## src/dss_pkg.sv

```systemverilog
// ----------------------------------------------------------------------------
// dss_pkg: shared definitions for the dual stack shared buffer
// Field widths, input kind codes, decoded operation codes and status codes.
// ----------------------------------------------------------------------------
package dss_pkg;

    localparam int DSS_DEPTH   = 64;
    localparam int DATA_W      = 8;
    localparam int CNT_W       = 7;
    localparam int LEN_W       = 7;
    localparam int KIND_W      = 3;
    localparam int STATUS_W    = 2;
    localparam int Q_DEPTH     = 2;

    // Raw kind codes as they arrive on the input channel.
    localparam logic [KIND_W-1:0] KIND_PUSH      = 3'd0;
    localparam logic [KIND_W-1:0] KIND_POP       = 3'd1;
    localparam logic [KIND_W-1:0] KIND_PEEK      = 3'd2;
    localparam logic [KIND_W-1:0] KIND_CLEAR     = 3'd3;
    localparam logic [KIND_W-1:0] KIND_CLEAR_ALL = 3'd4;
    localparam logic [KIND_W-1:0] KIND_RUN       = 3'd5;

    typedef enum logic [2:0] {
        OP_PUSH,
        OP_POP,
        OP_PEEK,
        OP_CLEAR,
        OP_CLEAR_ALL,
        OP_RUN,
        OP_NOP
    } op_t;

    typedef enum logic [STATUS_W-1:0] {
        STAT_OK    = 2'd0,
        STAT_EMPTY = 2'd1,
        STAT_FULL  = 2'd2
    } status_t;

    // One classified command as it travels from the front to the back.
    typedef struct packed {
        op_t              op;
        logic             side;
        logic [DATA_W-1:0] char_in;
        logic [LEN_W-1:0] read_len;
        logic             reverse_order;
    } cmd_t;

endpackage

```

## src/dss_ram.sv

```systemverilog
// ----------------------------------------------------------------------------
// dss_ram: generic single write port, single read port RAM
// The read data is registered and only updates when a read is enabled.
// ----------------------------------------------------------------------------
module dss_ram #(
    parameter int WIDTH = 8,
    parameter int DEPTH = 64
) (
    input  logic                     aclk,
    input  logic                     we,
    input  logic [$clog2(DEPTH)-1:0] waddr,
    input  logic [WIDTH-1:0]         wdata,
    input  logic                     re,
    input  logic [$clog2(DEPTH)-1:0] raddr,
    output logic [WIDTH-1:0]         rdata
);

    logic [WIDTH-1:0] mem [DEPTH];
    logic [WIDTH-1:0] rdata_reg;

    always_ff @(posedge aclk) begin
        if (we) begin
            mem[waddr] <= wdata;
        end
        if (re) begin
            rdata_reg <= mem[raddr];
        end
    end

    assign rdata = rdata_reg;

endmodule

```

## src/dss_front.sv

```systemverilog
// ----------------------------------------------------------------------------
// dss_front: input acceptance and classification
// Decodes each input beat into a command and holds it in a two-entry queue.
// ----------------------------------------------------------------------------
module dss_front import dss_pkg::*; (
    input  logic               aclk,
    input  logic               aresetn,
    input  logic               s_tvalid,
    output logic               s_tready,
    input  logic [15:0]        s_tdata,   // char_in[7:0], read_len[14:8], reverse_order[15]
    input  logic [3:0]         s_tuser,   // kind[2:0], side[3]
    output logic               q_valid,
    output cmd_t               q_cmd,
    input  logic               q_pop
);

    localparam int PTR_W = $clog2(Q_DEPTH);
    localparam int QC_W  = $clog2(Q_DEPTH + 1);

    cmd_t             entry_reg [Q_DEPTH];
    logic [PTR_W-1:0] wr_ptr_reg, wr_ptr_next;
    logic [PTR_W-1:0] rd_ptr_reg, rd_ptr_next;
    logic [QC_W-1:0]  count_reg, count_next;
    cmd_t             dec_cmd;
    logic             push;

    always_comb begin
        dec_cmd.side          = s_tuser[3];
        dec_cmd.char_in       = s_tdata[7:0];
        dec_cmd.read_len      = s_tdata[14:8];
        dec_cmd.reverse_order = s_tdata[15];
        unique case (s_tuser[2:0])
            KIND_PUSH:      dec_cmd.op = OP_PUSH;
            KIND_POP:       dec_cmd.op = OP_POP;
            KIND_PEEK:      dec_cmd.op = OP_PEEK;
            KIND_CLEAR:     dec_cmd.op = OP_CLEAR;
            KIND_CLEAR_ALL: dec_cmd.op = OP_CLEAR_ALL;
            KIND_RUN:       dec_cmd.op = OP_RUN;
            default:        dec_cmd.op = OP_NOP;
        endcase
    end

    assign s_tready = (count_reg != QC_W'(Q_DEPTH));
    assign push     = s_tvalid && s_tready;
    assign q_valid  = (count_reg != '0);
    assign q_cmd    = entry_reg[rd_ptr_reg];

    always_comb begin
        wr_ptr_next = wr_ptr_reg;
        rd_ptr_next = rd_ptr_reg;
        count_next  = count_reg;
        if (push) begin
            wr_ptr_next = (wr_ptr_reg == PTR_W'(Q_DEPTH - 1)) ? '0 : wr_ptr_reg + 1'b1;
        end
        if (q_pop) begin
            rd_ptr_next = (rd_ptr_reg == PTR_W'(Q_DEPTH - 1)) ? '0 : rd_ptr_reg + 1'b1;
        end
        if (push && !q_pop) begin
            count_next = count_reg + 1'b1;
        end else if (!push && q_pop) begin
            count_next = count_reg - 1'b1;
        end
    end

    always_ff @(posedge aclk) begin
        if (!aresetn) begin
            wr_ptr_reg <= '0;
            rd_ptr_reg <= '0;
            count_reg  <= '0;
        end else begin
            wr_ptr_reg <= wr_ptr_next;
            rd_ptr_reg <= rd_ptr_next;
            count_reg  <= count_next;
        end
    end

    always_ff @(posedge aclk) begin
        if (push) begin
            entry_reg[wr_ptr_reg] <= dec_cmd;
        end
    end

endmodule

```

## src/dss_back.sv

```systemverilog
// ----------------------------------------------------------------------------
// dss_back: command execution
// Holds both stack counts and the byte store, runs commands and drives the
// registered result channel.
// ----------------------------------------------------------------------------
module dss_back import dss_pkg::*; #(
    parameter int DEPTH = DSS_DEPTH
) (
    input  logic        aclk,
    input  logic        aresetn,
    input  logic        q_valid,
    input  cmd_t        q_cmd,
    output logic        q_pop,
    output logic        m_tvalid,
    input  logic        m_tready,
    output logic [23:0] m_tdata,   // char_out[7:0], left_count[14:8], right_count[21:15]
    output logic [2:0]  m_tuser,   // char_valid[0], status[2:1]
    output logic        m_tlast
);

    localparam int AW = $clog2(DEPTH);
    localparam int CW = $clog2(DEPTH + 1);
    localparam logic [CW-1:0] DEPTH_C = CW'(DEPTH);

    typedef enum logic [1:0] {
        ST_IDLE   = 2'b01,
        ST_STREAM = 2'b10
    } state_t;

    state_t            state_reg, state_next;
    logic [CW-1:0]     left_reg, left_next;
    logic [CW-1:0]     right_reg, right_next;
    logic [LEN_W-1:0]  rem_reg, rem_next;
    logic [AW-1:0]     addr_reg, addr_next;
    logic              up_reg, up_next;

    logic              out_valid_reg;
    logic [DATA_W-1:0] out_char_reg;
    logic              out_cv_reg;
    status_t           out_status_reg;
    logic [CW-1:0]     out_left_reg, out_right_reg;
    logic              out_last_reg;

    logic              out_free;
    logic              emit;
    logic [DATA_W-1:0] e_char;
    logic              e_cv;
    status_t           e_status;
    logic              e_last;

    logic              ram_we, ram_re;
    logic [AW-1:0]     ram_waddr, ram_raddr;
    logic [DATA_W-1:0] ram_rdata;

    logic [CW-1:0]     cnt_sel;
    logic [LEN_W-1:0]  cnt_ext, run_n;
    logic [AW-1:0]     run_nm1, top_left, top_right, top_sel, run_start;
    logic              is_full;

    dss_ram #(.WIDTH(DATA_W), .DEPTH(DEPTH)) u_ram (
        .aclk  (aclk),
        .we    (ram_we),
        .waddr (ram_waddr),
        .wdata (q_cmd.char_in),
        .re    (ram_re),
        .raddr (ram_raddr),
        .rdata (ram_rdata)
    );

    assign out_free  = !out_valid_reg || m_tready;
    assign cnt_sel   = q_cmd.side ? right_reg : left_reg;
    assign cnt_ext   = LEN_W'(cnt_sel);
    assign run_n     = (q_cmd.read_len < cnt_ext) ? q_cmd.read_len : cnt_ext;
    assign run_nm1   = AW'(run_n - 1'b1);
    assign top_left  = AW'(left_reg - 1'b1);
    assign top_right = AW'(DEPTH_C - right_reg);
    assign top_sel   = q_cmd.side ? top_right : top_left;
    assign is_full   = ({1'b0, left_reg} + {1'b0, right_reg}) >= {1'b0, DEPTH_C};

    // A reversed run starts at the oldest byte of the run and walks toward the top.
    always_comb begin
        if (!q_cmd.reverse_order) begin
            run_start = top_sel;
        end else if (q_cmd.side) begin
            run_start = top_right + run_nm1;
        end else begin
            run_start = top_left - run_nm1;
        end
    end

    always_comb begin
        state_next = state_reg;
        left_next  = left_reg;
        right_next = right_reg;
        rem_next   = rem_reg;
        addr_next  = addr_reg;
        up_next    = up_reg;
        ram_we     = 1'b0;
        ram_waddr  = '0;
        ram_re     = 1'b0;
        ram_raddr  = addr_reg;
        q_pop      = 1'b0;
        emit       = 1'b0;
        e_char     = '0;
        e_cv       = 1'b0;
        e_status   = STAT_OK;
        e_last     = 1'b1;
        unique case (state_reg)
            ST_IDLE: begin
                if (q_valid && out_free) begin
                    q_pop = 1'b1;
                    emit  = 1'b1;
                    unique case (q_cmd.op)
                        OP_PUSH: begin
                            if (is_full) begin
                                e_status = STAT_FULL;
                            end else if (q_cmd.side) begin
                                ram_we     = 1'b1;
                                ram_waddr  = AW'(DEPTH_C - right_reg - 1'b1);
                                right_next = right_reg + 1'b1;
                            end else begin
                                ram_we    = 1'b1;
                                ram_waddr = AW'(left_reg);
                                left_next = left_reg + 1'b1;
                            end
                        end
                        OP_POP, OP_PEEK: begin
                            if (cnt_sel == '0) begin
                                e_status = STAT_EMPTY;
                            end else begin
                                emit       = 1'b0;
                                ram_re     = 1'b1;
                                ram_raddr  = top_sel;
                                rem_next   = LEN_W'(1);
                                state_next = ST_STREAM;
                                if (q_cmd.op == OP_POP) begin
                                    if (q_cmd.side) begin
                                        right_next = right_reg - 1'b1;
                                    end else begin
                                        left_next = left_reg - 1'b1;
                                    end
                                end
                            end
                        end
                        OP_CLEAR: begin
                            if (q_cmd.side) begin
                                right_next = '0;
                            end else begin
                                left_next = '0;
                            end
                        end
                        OP_CLEAR_ALL: begin
                            left_next  = '0;
                            right_next = '0;
                        end
                        OP_RUN: begin
                            if (run_n != '0) begin
                                emit       = 1'b0;
                                ram_re     = 1'b1;
                                ram_raddr  = run_start;
                                up_next    = q_cmd.side ^ q_cmd.reverse_order;
                                addr_next  = (q_cmd.side ^ q_cmd.reverse_order) ?
                                             run_start + 1'b1 : run_start - 1'b1;
                                rem_next   = run_n;
                                state_next = ST_STREAM;
                            end
                        end
                        OP_NOP: begin
                        end
                        default: begin
                        end
                    endcase
                end
            end
            ST_STREAM: begin
                if (out_free) begin
                    emit   = 1'b1;
                    e_char = ram_rdata;
                    e_cv   = 1'b1;
                    e_last = (rem_reg == LEN_W'(1));
                    if (rem_reg > LEN_W'(1)) begin
                        ram_re    = 1'b1;
                        ram_raddr = addr_reg;
                        addr_next = up_reg ? addr_reg + 1'b1 : addr_reg - 1'b1;
                        rem_next  = rem_reg - 1'b1;
                    end else begin
                        state_next = ST_IDLE;
                    end
                end
            end
            default: begin
                state_next = ST_IDLE;
            end
        endcase
    end

    always_ff @(posedge aclk) begin
        if (!aresetn) begin
            state_reg     <= ST_IDLE;
            left_reg      <= '0;
            right_reg     <= '0;
            rem_reg       <= '0;
            out_valid_reg <= 1'b0;
        end else begin
            state_reg <= state_next;
            left_reg  <= left_next;
            right_reg <= right_next;
            rem_reg   <= rem_next;
            if (emit) begin
                out_valid_reg <= 1'b1;
            end else if (m_tready) begin
                out_valid_reg <= 1'b0;
            end
        end
    end

    always_ff @(posedge aclk) begin
        addr_reg <= addr_next;
        up_reg   <= up_next;
        if (emit) begin
            out_char_reg   <= e_char;
            out_cv_reg     <= e_cv;
            out_status_reg <= e_status;
            out_left_reg   <= left_next;
            out_right_reg  <= right_next;
            out_last_reg   <= e_last;
        end
    end

    assign m_tvalid = out_valid_reg;
    assign m_tdata  = {2'b00, CNT_W'(out_right_reg), CNT_W'(out_left_reg), out_char_reg};
    assign m_tuser  = {out_status_reg, out_cv_reg};
    assign m_tlast  = out_last_reg;

    // The two stacks together never claim more than the store holds.
    a_count_bound: assert property (@(posedge aclk) disable iff (!aresetn)
        ({1'b0, left_reg} + {1'b0, right_reg}) <= {1'b0, DEPTH_C})
        else $error("stack counts exceed store depth");

    // While streaming there is always at least one byte still owed.
    a_stream_rem: assert property (@(posedge aclk) disable iff (!aresetn)
        (state_reg == ST_STREAM) |-> (rem_reg != '0))
        else $error("streaming with no bytes remaining");

    // Store writes only come from a push taken while idle, never with a read.
    a_write_idle: assert property (@(posedge aclk) disable iff (!aresetn)
        ram_we |-> (state_reg == ST_IDLE) && !ram_re && q_pop && !is_full)
        else $error("store write outside an accepted push");

    // A byte is delivered only in the cycle after a store read or while held.
    a_byte_after_read: assert property (@(posedge aclk) disable iff (!aresetn)
        (emit && e_cv) |-> (state_reg == ST_STREAM))
        else $error("byte result outside a stream");

endmodule

```

## src/dual_stack_shared_buffer_core.sv

```systemverilog
// ----------------------------------------------------------------------------
// dual_stack_shared_buffer_core: two byte stacks sharing one store
// With the back idle and the result side ready, push, clear, unused kinds, a
// pop or peek of an empty side and a run clipped to nothing go from the queue
// entry to the result register; a pop, a peek and the first byte of a read run
// also pass the registered store read. While the result side is ready, push and
// clear commands are taken one per cycle, and a pop, peek or read run holds the
// back until its last byte is out, one byte per cycle out of the read port.
// Reset: aresetn low at a clock edge empties both stacks, the command queue
// and the result register; the byte store keeps its contents and needs no pass.
// ----------------------------------------------------------------------------
module dual_stack_shared_buffer_core import dss_pkg::*; #(
    parameter int DEPTH = DSS_DEPTH
) (
    input  logic        aclk,
    input  logic        aresetn,
    // Input channel: one command per beat.
    input  logic        s_tvalid,
    output logic        s_tready,
    input  logic [15:0] s_tdata,   // char_in[7:0], read_len[14:8], reverse_order[15]
    input  logic [3:0]  s_tuser,   // kind[2:0], side[3]
    // Result channel: one beat per result, tlast on the final one of a command.
    output logic        m_tvalid,
    input  logic        m_tready,
    output logic [23:0] m_tdata,   // char_out[7:0], left_count[14:8], right_count[21:15]
    output logic [2:0]  m_tuser,   // char_valid[0], status[2:1]
    output logic        m_tlast
);

    // The front classifies incoming beats into commands and buffers two of
    // them, so the input side keeps accepting while the back is busy with a
    // read run or waiting on a stalled result.
    logic q_valid;
    cmd_t q_cmd;
    logic q_pop;

    dss_front u_front (
        .aclk     (aclk),
        .aresetn  (aresetn),
        .s_tvalid (s_tvalid),
        .s_tready (s_tready),
        .s_tdata  (s_tdata),
        .s_tuser  (s_tuser),
        .q_valid  (q_valid),
        .q_cmd    (q_cmd),
        .q_pop    (q_pop)
    );

    // The back owns both stack counts and the store. The left stack fills
    // upward from address zero, the right stack downward from the top, and
    // the store is full when the two meet. Every result carries both counts
    // as they stand after the command.
    dss_back #(.DEPTH(DEPTH)) u_back (
        .aclk     (aclk),
        .aresetn  (aresetn),
        .q_valid  (q_valid),
        .q_cmd    (q_cmd),
        .q_pop    (q_pop),
        .m_tvalid (m_tvalid),
        .m_tready (m_tready),
        .m_tdata  (m_tdata),
        .m_tuser  (m_tuser),
        .m_tlast  (m_tlast)
    );

endmodule
```

## config.mk

```make
export PLATFORM = sky130hd
export DESIGN_NAME = dual_stack_shared_buffer_core
export DESIGN_NICKNAME = d
export VERILOG_FILES = /design/src/dss_pkg.sv /design/src/dss_ram.sv /design/src/dss_front.sv /design/src/dss_back.sv /design/src/dual_stack_shared_buffer_core.sv
export SDC_FILE = /design/constraint.sdc
export NUM_CORES = 1
export LEC_CHECK = 0
export BUFFER_PORTS_ARGS = -buffer_cell sky130_fd_sc_hd__buf_2
export CORE_MARGIN = 1
export CORE_UTILIZATION = 60
export DETAILED_ROUTE_END_ITERATION = 7
export PLACE_DENSITY = 0.77
export SYNTH_ARGS = -nofsm -noshare
export SYNTH_HDL_FRONTEND = slang
export SYNTH_HIERARCHICAL = 1
export SYNTH_SLANG_ARGS = --single-unit
```

## constraint.sdc

```tcl
create_clock -name aclk -period 9.1 [get_ports aclk]
set_clock_uncertainty 0.15 [all_clocks]
set_input_delay 1.82 -clock aclk [delete_from_list [all_inputs] [get_ports aclk]]
set_output_delay 1.82 -clock aclk [all_outputs]
set_load 0.01 [all_outputs]
```

# After elaboration in Yosys (flattened, before gate mapping)
# Memory sizes are Yosys's and may differ from the RTL's. A register that Yosys moved wholly into a read port is not among the register bits.
# Index checks and enable logic that the tools add are counted.
# W data, S select, Z words.
[word_totals] ff_bits=61 latch_bits=0 ramBits=552 mem_bits_ro=0 in_bits=24 out_inout_bits=30 word_cells=177 memories=2
[memory_table] name="u_back.u_ram.mem" words=64 width=8 rd=1 rd_ports_with_merged_regs=1 write_ports=1 line_no="dss_ram.sv:18" rtl="logic [WIDTH-1:0] mem [DEPTH];"
[memory_table] name="u_front.entry_reg" words=2 width=20 rd=1 rd_ports_with_merged_regs=1 write_ports=1 line_no="dss_front.sv:20" rtl="cmd_t entry_reg [Q_DEPTH];"
[op_classes] add_sub_neg=19 n_mul=0 div_mod_pow=0 order_cmp=3 n_eq_ne=23 shifts=0 mux=90 n_bitwise=1 reduce_logical=23
[ops] op="$mux W7" count=23
[ops] op="$mux W6" count=19
[ops] op="$pmux W7 S4" count=2
[ops] op="$pmux W7 S2" count=2
[ops] op="$mux W1" count=26
[ops] op="$pmux W6 S2" count=2
[ops] op="$sub A6 B1 Y6 const B" count=4
[ops] op="$sub A7 B1 Y7 const B" count=3
[ops] op="$pmux W3 S6" count=1
[ops] op="$mux W2" count=8
[ops] op="$add A7 B1 Y7 const B" count=2
[ops] op="$add A6 B1 Y6 const B" count=2
[ops] op="$eq A3 B2 Y1 const B" count=4
[ops] op="$eq A3 B3 Y1 const B" count=4
[ops] op="$pmux W2 S2" count=3
[ops] op="$reduce_and A6 Y1" count=2
[ops] op="$add A7 B7 Y8" count=1
[ops] op="$ge A8 B7 Y1 const B" count=1
[ops] op="$ne A2 B1 Y1 const B" count=4
[ops] op="$pmux W1 S2" count=4
[ops] op="$reduce_bool A2 Y1" count=4
[ops] op="$eq A7 B1 Y1 const B" count=1
[ops] op="$gt A7 B1 Y1 const B" count=1
[ops] op="$logic_not A7 Y1" count=1
[ops] op="23 further kinds" count=35

# Depth between registers and ports, before layout
[depth] ltp_word=13 ltp_mapped=32 depth_no_buf=24

# Cells and area by module
# Netlist, hierarchy kept.
[by_module_without_submodules] mod="dss_ram" n_inst=1 cells_per_inst=972 area_per_inst_um2=20270.7 seq_area_each_um2=15615.0
[by_module_without_submodules] mod="dss_back" n_inst=1 cells_per_inst=625 area_per_inst_um2=5226.3 seq_area_each_um2=1471.4
[by_module_without_submodules] mod="dss_front" n_inst=1 cells_per_inst=89 area_per_inst_um2=1692.9 seq_area_each_um2=1301.2

# Worst setup path before layout
# OpenSTA, ideal clock, no wires.
[synth_timing] path_type="register to register" from="register with a tool-made name" to="register u_back.u_ram.rdata_reg[2] (netlist: u_back/u_ram/rdata[2]), read port of u_back.u_ram.mem (data pin)" setup_ns=0.257 arrival_ns=6.293 required_ns=8.693 setup_slack_ns=2.400 stages_incl_launch_ff=30 path_buffers=8 synth_period_minus_slack_ns=6.700 path_cell_list="dfxtp_1 buf_2 mux2_2 clkbuf_1 clkbuf_1 buf_2 nor2_1 a21oi_1 ha_1 or4_4 or2_4 a21o_1 buf_6 clkbuf_1 o21ai_0 xnor2_1 inv_1 fa_1 xor2_1 nand2_1 o211ai_1 o21ai_0 a2bb2oi_1 o21ai_0 buf_2 buf_1 mux4_2 a21oi_1 o211ai_1 a32o_1"
[synth_rtl] item="to (decl)" line_no="dss_ram.sv:19" rtl="logic [WIDTH-1:0] rdata_reg;"

==> impl_results.md <==
- Placed Area: 27,900 sq um
- Mapped Cells: around 1,700
- Most common cell after layout, fill and taps aside: edfxtp_1
- Worst setup margin: 1.50 ns
- Post-CTS Hold Fix Bufs: 0
- Clock buffers created by TritonCTS: 58
- GP Congestion: 0.928
- Hold path depth: 2
- Endpoints failing setup: 0
- Post-CTS resize count: 0
- Count of cell types in the netlist: 86
- Pre-CTS setup slack: ~1.5 ns
- Largest family of logic cells by synthesized area: multiplexers
- Antenna diodes: 0
- Cell area after synthesis: 27,200 sq um
- CTS tree: built
- Clock Root Buffer: clkbuf_16
- Final nets: between 1,500 and 2,000
- Worst-skew pair later-pin latency: 0.63 ns
- DP HPWL: between 40,000 and 50,000 um
- Reg2reg path depth: 23
- Leakage power: ~10 nW
- Period Utilization, post-route: between 80% and 90%
- Simple-gate area share of the yosys netlist: 7.33%
- Highest ir drop seen on vdd: 0.266 mV
- Critical Path, Cell by Cell: mux2_2, and2_1, nor2_1, ha_1, o211ai_1, a21oi_1, a21o_1, o21ai_0, xnor2_1, inv_1, fa_1, a21o_1, a21oi_1, xnor2_1, mux4_2, a21oi_1, o21ai_2, buf_4, nand2b_1, or2_2, o22ai_1, or4_1, o211ai_1
- Internal reg-to-reg setup slack: between 1.5 and 2 ns
- Period minus WS final: about 7.6 ns
- Status: complete, no violations
- Max FFs per register: 512
- Post-Synth XOR/XNOR Area: between 1 and 1.5%
- CP top delay family: compound AO/OA/AOI/OAI gates
- FP Rows: 77
- Postcts setup bufs: 0
- Worst-path clk slew: roughly 0.07 ns
- Max Slew Vio Count: 0
- Number of global-route vias before repair: 15,400
- Most frequent cells in the layout: 593 x edfxtp_1, 142 x nor2_1, 127 x mux4_2, 79 x nand2_1, 59 x clkbuf_16
- DRT Pass-1 Iters: 6
- Via density: between 6 and 7
- Wire per inst: 27.3 um
- First-pass GRT wire length: between 90,000 and 100,000 um
- Max-Cap Viols: 0
- Gr usage total: between 20 and 30%
- RR Endpoint: u_back/u_ram/rdata[1]
- Hold path start: u_back/rem_reg[5]
- Hold crit path type: flip-flop to flip-flop
- Ys flop type: edfxtp_1
- IO Port Bufs: 51
- H-tree levels: 2
- Area contributors post-synth: edfxtp_1 65%, mux4_2 11%, dfxtp_1 2.1%
- Setup TNS: 0 ns
- CP Max Fanout: between 40 and 50
- CP Launch Type: flip-flop
- Initial antenna violation count: 0
- Critical setup path kind: flip-flop to flip-flop
- Clk sinks: ~620
- Multiplexer share of the synthesized area: 12.5%
- Die area: ~46,000 sq um
- Synth Area in Adders: 2.21%
- PwrDens: 284 nW/um^2
- Die Y: between 200 and 250 um
- CTS max path bufs: 3
- EDFF count, synth: between 500 and 600
- CP required: roughly 9.4 ns
- Async S/R FF share, synth: 0%
- Final Hold Viols: 0
- Post-route DRC: 0
- Post-synthesis compound-gate area fraction: around 6.7%
- Placeable Area: 44,400 sq um
- Synth Register Bits: between 600 and 700
- Die X: 215 um
- WL final: 64,500 um
- # fillers: 2,924
- Power Total: around 8.5 mW
- Initial Util: approximately three fifths
- Crit-path max cell delay: 0.86 ns
- Initial detailed-routing violation count: ~2,300
- Vias: roughly 16,000
- Arr. time, crit path: between 7 and 8 ns
- Cell mode on critical path: a21oi_1
- Largest net degree at the start of global routing: 86
- Worst-margin pin slew: around 1.3 ns
- RSZ-0062 raised after global routing: no
- Layout area overhead: 9.65%
- Yosys Warn Count: 6
- CP max stage cell: o21ai_2
- Slew HR: about 16%
- GRT overflow: 0
- Antenna viol nets, final: 0
- Max frequency: approximately 130 MHz
- Avg Cell Area, Syn: around 16 sq um
- Ports: 54
- End of the worst hold path: u_back/rem_reg[5]
- Seq/Total Area, Yosys: approximately 68%
- Leading area contributor after synthesis: edfxtp_1
- Endpoint class of the critical path: flip-flop
- WP buf/inv: 2
- Synth top area share: approximately two thirds
- Design Area, Final: approximately 30,000 sq um
- Share of cells above drive strength 1: between 15 and 20%
==> synthesized netlist by cell type, types with 4 or more instances <==
cell type / instances
a211oi_1: 9
a21o_1: 16
a21oi_1: 48
a221oi_1: 9
a22o_1: 4
a22oi_1: 14
a31oi_1: 12
and2_1: 23
and3_1: 13
buf_1: 4
buf_2: 24
buf_4: 12
buf_6: 7
clkbuf_1: 45
dfxtp_1: 29
edfxtp_1: 593
fa_1: 5
ha_1: 40
inv_1: 35
mux2_2: 24
mux2i_1: 28
mux4_2: 127
nand2_1: 79
nand2b_1: 12
nand3_1: 33
nand3b_1: 8
nand4_1: 6
nor2_1: 143
nor2b_1: 17
nor3_1: 22
nor4_1: 8
o211ai_1: 6
o21a_1: 4
o21ai_0: 51
o21ai_1: 4
o221ai_1: 9
o22ai_1: 27
o31ai_1: 5
or2_2: 12
or3_1: 10
xnor2_1: 23
xor2_1: 17
==> stage by stage <==
| step | util, % | instances | hold slack (ns) |
|---|---|---|---|
| 6_report | 67.1 | 2366 | 0.351 |
| 5_1_grt | 67.1 | 2366 | 0.353 |
| 4_1_cts | 67.1 | 2366 | 0.346 |
| 3_5_place_dp | 62.9 | 2259 | 0.330 |
| 3_3_place_gp | 62.9 | 2259 | 0.318 |
| 2_1_floorplan | - | 1687 | 0.303 |
==> per-layer routing <==
layer / vias to the layer above / track usage [%] / wire (um)
met5: - / 0 / 0
met4: 0 / 10.5 / 2220
met3: 148 / 4.76 / 5910
met2: 865 / 43.4 / 30000
met1: 8036 / 41.5 / 26400
li1: 6720 / - / -
==> where the power goes <==
part | internal [mW] | switching [mW] | leakage (nW)
Sequential | 3.49 | 0.0587 | 5.59
Clock | 1.36 | 1.04 | 0.914
Combinational | 0.948 | 1.57 | 3.26
==> cells by family (layout without fill, tap and decap cells) <==
kind of cell    after synthesis  in the layout
xor+xnor                     40             40
flops                       622            622
buf+inv                     130            217
mux                         179            179
other cells                   1              2
simple gates                408            408
fa+ha+maj                    45             45
compound gates              261            261
==> worst max-delay path by stage <==
stage	end	cells after the start	startpoint
2_1_floorplan	u_back/u_ram/rdata[2]	29	flip-flop
3_3_place_gp	u_back/u_ram/rdata[7]	22	flip-flop
3_5_place_dp	u_back/u_ram/rdata[1]	23	flip-flop
4_1_cts	u_back/u_ram/rdata[1]	23	flip-flop
5_1_grt	u_back/u_ram/rdata[1]	23	flip-flop
6_report	u_back/u_ram/rdata[1]	23	flip-flop
==> worst reg2reg max path, stage by stage (launching register included) <==
cell and delay, ns:
dfxtp_1 0.31, mux2_2 0.81, and2_1 0.33, nor2_1 0.09
ha_1 0.28, o211ai_1 0.08, a21oi_1 0.44, a21o_1 0.64
o21ai_0 0.31, xnor2_1 0.26, inv_1 0.13, fa_1 0.45
a21o_1 0.17, a21oi_1 0.19, xnor2_1 0.14, mux4_2 0.26
a21oi_1 0.08, o21ai_2 0.86, buf_4 0.35, nand2b_1 0.29
or2_2 0.20, o22ai_1 0.07, or4_1 0.42, o211ai_1 0.17
==> area by class of cell <==
type	count	area, sq um	share of cell area [%]
clock buffer	74	1560	5.24
clock inverter	33	320	1.07
inverter	37	139	0.466
multi-input combinational	935	8220	27.6
sequential	622	18400	61.7
tap	592	741	2.48
timing repair buffer	73	445	1.49
No activity file was read; power rests on OpenSTA's default activity.
